**src/rtl/core/mcst_pkg.sv**
```systemverilog
package mcst_pkg;

  // Number of timer channels and the widths that follow from it.
  localparam int TIMER_SLOTS = 16;
  localparam int SLOT_W      = (TIMER_SLOTS > 1) ? $clog2(TIMER_SLOTS) : 1;
  // The channel field is four bits wide, so at most sixteen channels are scanned.
  localparam int SCAN_N      = (TIMER_SLOTS < 16) ? TIMER_SLOTS : 16;
  localparam logic [8:0] SLOTS_V    = 9'(TIMER_SLOTS);
  localparam logic [8:0] SCAN_LAST  = 9'(SCAN_N - 1);

  // Interval span in nanoseconds: a 32-bit millisecond count times one million.
  localparam int SPAN_W = 52;
  localparam logic [SPAN_W-1:0] NS_PER_MS = SPAN_W'(1000000);

  // Depth of the command queue between front and back.
  localparam int QDEPTH = 2;
  localparam int QPTR_W = $clog2(QDEPTH);

  // Action codes on the input.
  localparam logic [1:0] ACT_START = 2'd0;
  localparam logic [1:0] ACT_STOP  = 2'd1;
  localparam logic [1:0] ACT_TICK  = 2'd2;

  // Status codes on the result.
  localparam logic STAT_OK      = 1'b0;
  localparam logic STAT_INVALID = 1'b1;

  // Classified command kinds.
  typedef enum logic [1:0] {
    KIND_START,
    KIND_STOP,
    KIND_TICK,
    KIND_ERROR
  } kind_t;

  // One classified command as it travels through the queue.
  typedef struct packed {
    kind_t             kind;
    logic [3:0]        chan;
    logic              single;
    logic [SPAN_W-1:0] span;
    logic [63:0]       now;
  } cmd_t;

  // One result beat.
  typedef struct packed {
    logic       valid;
    logic       status;
    logic       fired;
    logic [3:0] chan;
    logic       single;
    logic       last;
  } res_t;

endpackage

```
**src/rtl/core/mcst_front.sv**
```systemverilog
module mcst_front (
  input  logic               clk,
  input  logic               rst_n,
  input  logic               start,
  output logic               busy,
  input  logic [1:0]         in_action,
  input  logic [3:0]         in_channel,
  input  logic [31:0]        in_delay_ms,
  input  logic               in_single,
  input  logic [63:0]        in_now_ns,
  input  logic               q_full,
  output logic               q_push,
  output mcst_pkg::cmd_t     q_data
);

  logic        f_vld_r;
  logic [1:0]  f_action_r;
  logic [3:0]  f_chan_r;
  logic [31:0] f_ms_r;
  logic        f_one_r;
  logic [63:0] f_now_r;
  logic        f_load;
  logic        chan_bad;
  mcst_pkg::kind_t kind;

  // The holding register drains into the queue whenever the queue has room.
  assign q_push = f_vld_r & ~q_full;
  assign busy   = f_vld_r & q_full;
  assign f_load = start & ~busy;

  // Capture the beat.
  always_ff @(posedge clk) begin
    if (!rst_n) begin
      f_vld_r <= 1'b0;
    end else begin
      f_vld_r <= f_load | (f_vld_r & ~q_push);
    end
  end

  always_ff @(posedge clk) begin
    if (f_load) begin
      f_action_r <= in_action;
      f_chan_r   <= in_channel;
      f_ms_r     <= in_delay_ms;
      f_one_r    <= in_single;
      f_now_r    <= in_now_ns;
    end
  end

  // Classify the command and refuse bad arguments here, so the back end only executes.
  assign chan_bad = (9'(f_chan_r) >= mcst_pkg::SLOTS_V);

  always_comb begin
    case (f_action_r)
      mcst_pkg::ACT_START: begin
        kind = (f_ms_r == 32'd0 || chan_bad) ? mcst_pkg::KIND_ERROR : mcst_pkg::KIND_START;
      end
      mcst_pkg::ACT_STOP: begin
        kind = chan_bad ? mcst_pkg::KIND_ERROR : mcst_pkg::KIND_STOP;
      end
      mcst_pkg::ACT_TICK: begin
        kind = mcst_pkg::KIND_TICK;
      end
      default: begin
        kind = mcst_pkg::KIND_ERROR;
      end
    endcase
  end

  // The interval is scaled to nanoseconds on the way into the queue.
  always_comb begin
    q_data.kind   = kind;
    q_data.chan   = f_chan_r;
    q_data.single = f_one_r;
    q_data.span   = mcst_pkg::SPAN_W'(f_ms_r) * mcst_pkg::NS_PER_MS;
    q_data.now    = f_now_r;
  end

endmodule

```
**src/rtl/core/mcst_queue.sv**
```systemverilog
module mcst_queue (
  input  logic               clk,
  input  logic               rst_n,
  input  logic               push,
  input  mcst_pkg::cmd_t     push_data,
  output logic               full,
  input  logic               pop,
  output logic               not_empty,
  output mcst_pkg::cmd_t     head
);

  mcst_pkg::cmd_t              mem_r [mcst_pkg::QDEPTH];
  logic [mcst_pkg::QPTR_W-1:0] wr_ptr_r;
  logic [mcst_pkg::QPTR_W-1:0] rd_ptr_r;
  logic [mcst_pkg::QPTR_W:0]   count_r;

  assign full      = (count_r == (mcst_pkg::QPTR_W+1)'(mcst_pkg::QDEPTH));
  assign not_empty = (count_r != '0);
  assign head      = mem_r[rd_ptr_r];

  // Pointers and fill count.
  always_ff @(posedge clk) begin
    if (!rst_n) begin
      wr_ptr_r <= '0;
      rd_ptr_r <= '0;
      count_r  <= '0;
    end else begin
      if (push) begin
        wr_ptr_r <= (wr_ptr_r == mcst_pkg::QPTR_W'(mcst_pkg::QDEPTH - 1)) ? '0 : wr_ptr_r + 1'b1;
      end
      if (pop) begin
        rd_ptr_r <= (rd_ptr_r == mcst_pkg::QPTR_W'(mcst_pkg::QDEPTH - 1)) ? '0 : rd_ptr_r + 1'b1;
      end
      if (push && !pop) begin
        count_r <= count_r + 1'b1;
      end else if (pop && !push) begin
        count_r <= count_r - 1'b1;
      end
    end
  end

  // Entry storage.
  always_ff @(posedge clk) begin
    if (push) begin
      mem_r[wr_ptr_r] <= push_data;
    end
  end

endmodule

```
**src/rtl/core/mcst_back.sv**
```systemverilog
module mcst_back (
  input  logic               clk,
  input  logic               rst_n,
  input  logic               q_vld,
  input  mcst_pkg::cmd_t     q_head,
  output logic               q_pop,
  output mcst_pkg::res_t     res
);

  typedef enum logic [1:0] {
    ST_IDLE,
    ST_SCAN,
    ST_DONE
  } state_t;

  state_t                         state_r;
  logic [mcst_pkg::SLOT_W-1:0]    idx_r;
  logic [63:0]                    now_r;
  logic                           pend_vld_r;
  logic [3:0]                     pend_chan_r;
  logic                           pend_one_r;
  mcst_pkg::res_t                 res_r;
  logic [mcst_pkg::TIMER_SLOTS-1:0] armed_r;
  logic [mcst_pkg::TIMER_SLOTS-1:0] single_r;
  logic [mcst_pkg::SPAN_W-1:0]    span_r [mcst_pkg::TIMER_SLOTS];
  logic [63:0]                    deadline_r [mcst_pkg::TIMER_SLOTS];

  logic                           hit;
  logic                           scan_end;
  logic [mcst_pkg::SLOT_W-1:0]    head_idx;
  logic                           start_we;
  logic                           dl_we;
  logic [mcst_pkg::SLOT_W-1:0]    dl_idx;
  logic [63:0]                    dl_val;

  // Deadline from a base time and a span, held at all ones on overflow.
  function automatic logic [63:0] sat_add(input logic [63:0] base,
                                          input logic [mcst_pkg::SPAN_W-1:0] span);
    logic [64:0] sum;
    sum = {1'b0, base} + 65'(span);
    return sum[64] ? {64{1'b1}} : sum[63:0];
  endfunction

  // A valid result beat with the given fields.
  function automatic mcst_pkg::res_t make_res(input logic status, input logic fired,
                                              input logic [3:0] chan, input logic single,
                                              input logic last);
    mcst_pkg::res_t r;
    r.valid  = 1'b1;
    r.status = status;
    r.fired  = fired;
    r.chan   = chan;
    r.single = single;
    r.last   = last;
    return r;
  endfunction

  assign q_pop    = (state_r == ST_IDLE) & q_vld;
  assign head_idx = mcst_pkg::SLOT_W'(q_head.chan);
  assign hit      = armed_r[idx_r] && (now_r >= deadline_r[idx_r]);
  assign scan_end = (9'(idx_r) == mcst_pkg::SCAN_LAST);
  assign start_we = q_pop && (q_head.kind == mcst_pkg::KIND_START);
  assign res      = res_r;

  // One deadline write a cycle: either a start or a periodic rearm during the scan.
  always_comb begin
    dl_we  = 1'b0;
    dl_idx = idx_r;
    dl_val = sat_add(now_r, span_r[idx_r]);
    if (start_we) begin
      dl_we  = 1'b1;
      dl_idx = head_idx;
      dl_val = sat_add(q_head.now, q_head.span);
    end else if (state_r == ST_SCAN && hit && !single_r[idx_r]) begin
      dl_we = 1'b1;
    end
  end

  always_ff @(posedge clk) begin
    if (dl_we) begin
      deadline_r[dl_idx] <= dl_val;
    end
    if (start_we) begin
      span_r[head_idx] <= q_head.span;
    end
  end

  // Sequencer: executes one command, scanning channels in order for a tick.
  // A fired channel is held back one step so that the final one can carry last.
  always_ff @(posedge clk) begin
    if (!rst_n) begin
      state_r    <= ST_IDLE;
      idx_r      <= '0;
      pend_vld_r <= 1'b0;
      armed_r    <= '0;
      single_r   <= '0;
      res_r      <= '0;
    end else begin
      case (state_r)
        ST_IDLE: begin
          if (q_vld) begin
            case (q_head.kind)
              mcst_pkg::KIND_START: begin
                armed_r[head_idx]  <= 1'b1;
                single_r[head_idx] <= q_head.single;
                res_r <= make_res(mcst_pkg::STAT_OK, 1'b0, 4'd0, 1'b0, 1'b1);
              end
              mcst_pkg::KIND_STOP: begin
                armed_r[head_idx] <= 1'b0;
                res_r <= make_res(mcst_pkg::STAT_OK, 1'b0, 4'd0, 1'b0, 1'b1);
              end
              mcst_pkg::KIND_TICK: begin
                now_r      <= q_head.now;
                idx_r      <= '0;
                pend_vld_r <= 1'b0;
                state_r    <= ST_SCAN;
                res_r      <= '0;
              end
              default: begin
                res_r <= make_res(mcst_pkg::STAT_INVALID, 1'b0, 4'd0, 1'b0, 1'b1);
              end
            endcase
          end else begin
            res_r <= '0;
          end
        end
        ST_SCAN: begin
          if (hit && pend_vld_r) begin
            res_r <= make_res(mcst_pkg::STAT_OK, 1'b1, pend_chan_r, pend_one_r, 1'b0);
          end else begin
            res_r <= '0;
          end
          if (hit) begin
            pend_vld_r  <= 1'b1;
            pend_chan_r <= 4'(idx_r);
            pend_one_r  <= single_r[idx_r];
            if (single_r[idx_r]) begin
              armed_r[idx_r] <= 1'b0;
            end
          end
          if (scan_end) begin
            state_r <= ST_DONE;
          end else begin
            idx_r <= idx_r + 1'b1;
          end
        end
        ST_DONE: begin
          if (pend_vld_r) begin
            res_r <= make_res(mcst_pkg::STAT_OK, 1'b1, pend_chan_r, pend_one_r, 1'b1);
          end else begin
            res_r <= make_res(mcst_pkg::STAT_OK, 1'b0, 4'd0, 1'b0, 1'b1);
          end
          pend_vld_r <= 1'b0;
          state_r    <= ST_IDLE;
        end
        default: begin
          res_r   <= '0;
          state_r <= ST_IDLE;
        end
      endcase
    end
  end

endmodule

```
**src/rtl/core/multi_channel_software_timer.sv**
```systemverilog
// Start and stop beats give their single result once they pass the input register, the command
// queue and the result register; a refused beat too. A tick occupies the execution unit for
// one compare per channel and then a final state that flushes the last result. A two-entry
// command queue lets new beats be taken during a tick scan.
// Results are strobed for one cycle on out_valid and cannot be held off by the receiver.
// Synchronous active-low reset disarms every channel; stored spans and deadlines are kept.
module multi_channel_software_timer (
  input  logic        clk,
  input  logic        rst_n,
  input  logic        start,
  output logic        busy,
  input  logic [1:0]  in_action,
  input  logic [3:0]  in_channel,
  input  logic [31:0] in_delay_ms,
  input  logic        in_single,
  input  logic [63:0] in_now_ns,
  output logic        out_valid,
  output logic        out_status,
  output logic        out_fired,
  output logic [3:0]  out_fired_channel,
  output logic        out_fired_single,
  output logic        out_last
);

  logic           q_full;
  logic           q_push;
  logic           q_pop;
  logic           q_vld;
  mcst_pkg::cmd_t q_data;
  mcst_pkg::cmd_t q_head;
  mcst_pkg::res_t res;

  // Front end: takes the beat, classifies it and scales the interval.
  mcst_front u_front (
    .clk         (clk),
    .rst_n       (rst_n),
    .start       (start),
    .busy        (busy),
    .in_action   (in_action),
    .in_channel  (in_channel),
    .in_delay_ms (in_delay_ms),
    .in_single   (in_single),
    .in_now_ns   (in_now_ns),
    .q_full      (q_full),
    .q_push      (q_push),
    .q_data      (q_data)
  );

  // Command queue between the two halves.
  mcst_queue u_queue (
    .clk       (clk),
    .rst_n     (rst_n),
    .push      (q_push),
    .push_data (q_data),
    .full      (q_full),
    .pop       (q_pop),
    .not_empty (q_vld),
    .head      (q_head)
  );

  // Back end: channel state and the tick scan.
  mcst_back u_back (
    .clk    (clk),
    .rst_n  (rst_n),
    .q_vld  (q_vld),
    .q_head (q_head),
    .q_pop  (q_pop),
    .res    (res)
  );

  assign out_valid         = res.valid;
  assign out_status        = res.status;
  assign out_fired         = res.fired;
  assign out_fired_channel = res.chan;
  assign out_fired_single  = res.single;
  assign out_last          = res.last;

endmodule

```
**config.mk**
```make
export PLATFORM = sky130hd
export DESIGN_NAME = multi_channel_software_timer
export DESIGN_NICKNAME = d
export VERILOG_FILES = /design/src/rtl/core/mcst_pkg.sv /design/src/rtl/core/mcst_front.sv /design/src/rtl/core/mcst_queue.sv /design/src/rtl/core/mcst_back.sv /design/src/rtl/core/multi_channel_software_timer.sv
export SDC_FILE = /design/constraint.sdc
export NUM_CORES = 2
export LEC_CHECK = 0
export BUFFER_PORTS_ARGS = -buffer_cell sky130_fd_sc_hd__buf_4
export CORE_ASPECT_RATIO = 0.6
export CORE_MARGIN = 4
export CORE_UTILIZATION = 53
export CTS_CLUSTER_DIAMETER = 80
export DETAILED_ROUTE_END_ITERATION = 12
export PLACE_DENSITY_LB_ADDON = 0.12
export SYNTH_ARGS = -nofsm -noshare
export SYNTH_HDL_FRONTEND = slang
export SYNTH_HIERARCHICAL = 1
export SYNTH_SLANG_ARGS = --single-unit
```
**constraint.sdc**
```tcl
create_clock -name clk -period 10.1 [get_ports clk]
set_input_delay 2.525 -clock clk [delete_from_list [all_inputs] [get_ports clk]]
set_output_delay 2.525 -clock clk [all_outputs]
set_load 0.01 [all_outputs]
```
==> results.sh <==
export IMPL_ys_seq_elements=2332
export IMPL_ant_nets=0
export IMPL_ff2ff_path_depth=16
export IMPL_wl_per_cell_um=30.2
export IMPL_rr_endpoint="u_back/deadline_r[4][4]"
export IMPL_setup_viol=0
export IMPL_finalPower_mw=33.2
export IMPL_register_area_mm2=0.0695
export IMPL_grt_ovfl_total=0
export IMPL_final_cells=8509
export IMPL_irDropWorstVdd_mv=0.424
export IMPL_grt_pass1_wl_um=374000
export IMPL_yosys_warnings=6
export IMPL_synthCells=5555
export IMPL_final_util_pct=59.5
export IMPL_drt_initial_drc_count=6562
export IMPL_outcome="completed"
export IMPL_synth_seq_area_share_pct=67.7
export IMPL_fmax_ghz=0.127
export IMPL_htree_levels=4
export IMPL_first_pass_iters=6
export IMPL_post_cts_resized=0
export IMPL_dieArea_mm2=0.201
export IMPL_core_mm2=0.191
export IMPL_dp_hpwl_um=159000
export IMPL_whs_path_depth=0
export IMPL_io_buffers=115
export IMPL_reg2reg_slack_ns=2.21
export IMPL_fin_skew_ns=0.0398
export IMPL_antenna_found_initial=8
export IMPL_grt_util_all_layers_pct=25.6
export IMPL_async_reset_ff_share_pct=0
export IMPL_via_per_inst=6.30
export IMPL_post_cts_setup_buffers=0
export IMPL_cp_arrival_ns=8.36
export IMPL_clkTransAtPathRegs_ns=0.07
export IMPL_fin_crit_sh_pct=78.1
export IMPL_slew_limit_headroom_pct=14.3
export IMPL_placed_cells=8130
export IMPL_syn_area_mm2=0.103
export IMPL_cap_viol_max_count=0
export IMPL_die_x_um=576
export IMPL_clock_path_buffers=4
export IMPL_ios=116
export IMPL_cp_max_fo=40
export IMPL_place_gp_congestion=0.954
export IMPL_clk_root_buffer_cell="clkbuf_16"
export IMPL_ctsHoldBuffers=0
export IMPL_tightest_slew_ns=1.29
export IMPL_critical_path_class="reg -> reg"
export IMPL_fin_setup_tns_ns=0
export IMPL_dpl_cell_area_mm2=0.107
export IMPL_fin_area_mm2=0.114
export IMPL_start_util_pct=53.6
export IMPL_synth_edf_count=2274
export IMPL_std_cell_rows=124
export IMPL_ys_flop_type="edfxtp_1"
export IMPL_min_path_type="reg -> reg"
export IMPL_end_kind="flop"
export IMPL_fillers=14000
export IMPL_clock_latency_ns=0.86
export IMPL_min_period_ns=7.89
export IMPL_slew_viol_final=0
export IMPL_nets=6350
export IMPL_worstHoldStart="u_front/f_now_r[42]"
export IMPL_power_density_mw_per_mm2=291
export IMPL_drive_above_1_share_pct=21.9
export IMPL_hold_path_endpoint="u_queue/mem_r[0][42]"
export IMPL_rsz0062_at_grt="false"
export IMPL_cts_buffers=216
export IMPL_ys_types=82
export IMPL_diodes=0
export IMPL_remaining_drc_errors=0
export IMPL_start_kind="flop"
export IMPL_clkSinkCount=2332
export IMPL_area_growth_pct=11.0
export IMPL_syn_avg_cell_area_um2=18.5
export IMPL_wl_um=257000
export IMPL_tritoncts="yes"
export IMPL_grt_max_degree=117
export IMPL_final_hold_viol_count=0
export IMPL_grt_pass1_vias=53100
export IMPL_cp_data_required_time_ns=10.57
export IMPL_multi_input_area_mm2=0.0312
export IMPL_vias=53600
export IMPL_die_y_um=349
export IMPL_power_leakage_nw=38.1
-- area by class of cell --
class | instances | area share [%]
multi-input cells | 2671 | 27.4
clock inverters | 114 | 0.958
repair buffers | 219 | 1.70
flip-flops and latches | 2332 | 61.0
well taps | 2583 | 2.84
inverters | 325 | 1.07
clock buffers | 265 | 5.01
-- kinds of logic after synthesis --
family          after synthesis  share of synthesized area [%]
fa+ha+maj                   479                           6.84
simple gates                589                           2.76
mux                         715                           14.6
other cells                   1                        0.00365
compound gates              715                           4.54
flops                      2332                           67.7
xor+xnor                    167                           1.43
buf+inv                     557                           2.17
-- synthesized netlist by cell type (all sizes together) (67+ instances only) --
master / n / area share, %
buf: 71 / 0.39
xor2: 67 / 0.57
o21ai: 139 / 0.68
inv: 325 / 1.2
edfxtp: 2274 / 67
a21oi: 198 / 0.98
a21o: 95 / 0.69
nand2: 183 / 0.67
fa: 137 / 2.7
mux4: 590 / 13
xnor2: 100 / 0.85
clkbuf: 161 / 0.59
mux2: 123 / 1.6
nor2: 145 / 0.54
ha: 342 / 4.2
-- worst max-delay path: stages (launching register included) --
cell and delay, ns:
dfxtp_4 0.94, buf_4 0.54, mux4_2 0.55, mux4_2 0.52, ha_1 0.46, nand2_1 0.09
nor3_1 0.39, o21ai_0 0.17, a21oi_1 0.42, o21ai_0 0.22, buf_4 0.21, nor3b_1 0.74
o21ai_1 0.30, nand2_1 0.20, a31oi_4 0.31, buf_12 0.31, a22oi_1 0.95
-- metal layers --
metal | wire, µm | share of wire [%] | track usage (%) | up-vias
met3 | 23900 | 9.3 | 5.03 | 305
li1 | - | - | - | 22600
met5 | 30 | 0.012 | 0 | -
met4 | 4710 | 1.8 | 4.82 | 4
met2 | 112000 | 44 | 36.7 | 2506
met1 | 116000 | 45 | 41.3 | 28200
-- worst max path at each step --
| stage | start | end | slack, ns |
|---|---|---|---|
| after floorplan | start | u_front/f_action_r[0] | 2.52 |
| after global placement | flop | u_back/deadline_r[6][6] | 2.62 |
| after detailed placement | flop | u_back/deadline_r[10][39] | 2.51 |
| after CTS | flop | u_back/deadline_r[15][39] | 2.47 |
| after global routing | flop | u_back/deadline_r[6][43] | 1.91 |
| final | flop | u_back/deadline_r[4][4] | 2.21 |
-- per-stage QoR --
step	setup slack [ns]	hold WS, ns
3_5_place_dp	2.51	0.429
5_1_grt	1.91	0.441
6_report	2.21	0.435
2_1_floorplan	2.52	0.406
4_1_cts	2.47	0.425
3_3_place_gp	2.62	0.424
-- power breakdown --
group,switching [mW],internal (mW)
clock network,3.50,4.51
logic,7.79,4.18
registers,0.213,13.0
total,11.5,21.7
-- layout by cell type (no fill, tap or decap), types with 17 or more instances in the layout --
| cell type | netlist | final |
|---|---|---|
| a31oi_1 | 33 | 32 |
| inv_1 | 325 | 325 |
| xor2_1 | 67 | 67 |
| dfxtp_1 | 58 | 53 |
| xnor2_1 | 100 | 100 |
| nor2b_1 | 26 | 24 |
| mux2_2 | 53 | 53 |
| a21o_1 | 95 | 95 |
| o21bai_1 | 23 | 23 |
| a21boi_0 | 28 | 27 |
| o211ai_1 | 17 | 17 |
| nand3_1 | 48 | 48 |
| nor2_4 | 1 | 32 |
| edfxtp_1 | 2274 | 2274 |
| clkbuf_16 | 0 | 219 |
| nand2_1 | 183 | 183 |
| and3_1 | 30 | 29 |
| ha_1 | 342 | 342 |
| buf_4 | 16 | 196 |
| clkinv_2 | 0 | 34 |
| mux2_4 | 70 | 70 |
| bufinv_16 | 0 | 20 |
| nand4_1 | 56 | 56 |
| nand2b_1 | 25 | 25 |
| clkbuf_1 | 159 | 41 |
| and2_1 | 19 | 17 |
| mux4_2 | 590 | 590 |
| buf_12 | 0 | 23 |
| clkinv_1 | 0 | 41 |
| nor2_1 | 143 | 112 |
| o21ai_0 | 129 | 128 |
| a21oi_1 | 197 | 197 |
| fa_1 | 137 | 137 |
| a22oi_1 | 63 | 63 |
-- registers in the layout, indices dropped and copies added (netlist names), named ones only --
signal              flops
u_back/idx_r            4
u_front/f_one_r         1
u_queue/count_r         2
u_front/f_vld_r         1
u_front/f_action_r      2
u_back/pend_one_r       1
u_queue/rd_ptr_r        1
u_queue/wr_ptr_r        1
u_back/deadline_r    1024
u_back/now_r           64
u_back/pend_chan_r      4
u_back/state_r          2
u_back/pend_vld_r       1
u_back/res              9
u_front/f_ms_r         32
u_front/f_chan_r        4
u_queue/mem_r         246
u_back/single_r        16
u_back/span_r         832
u_front/f_now_r        64
No activity file was read; power rests on OpenSTA's default activity.
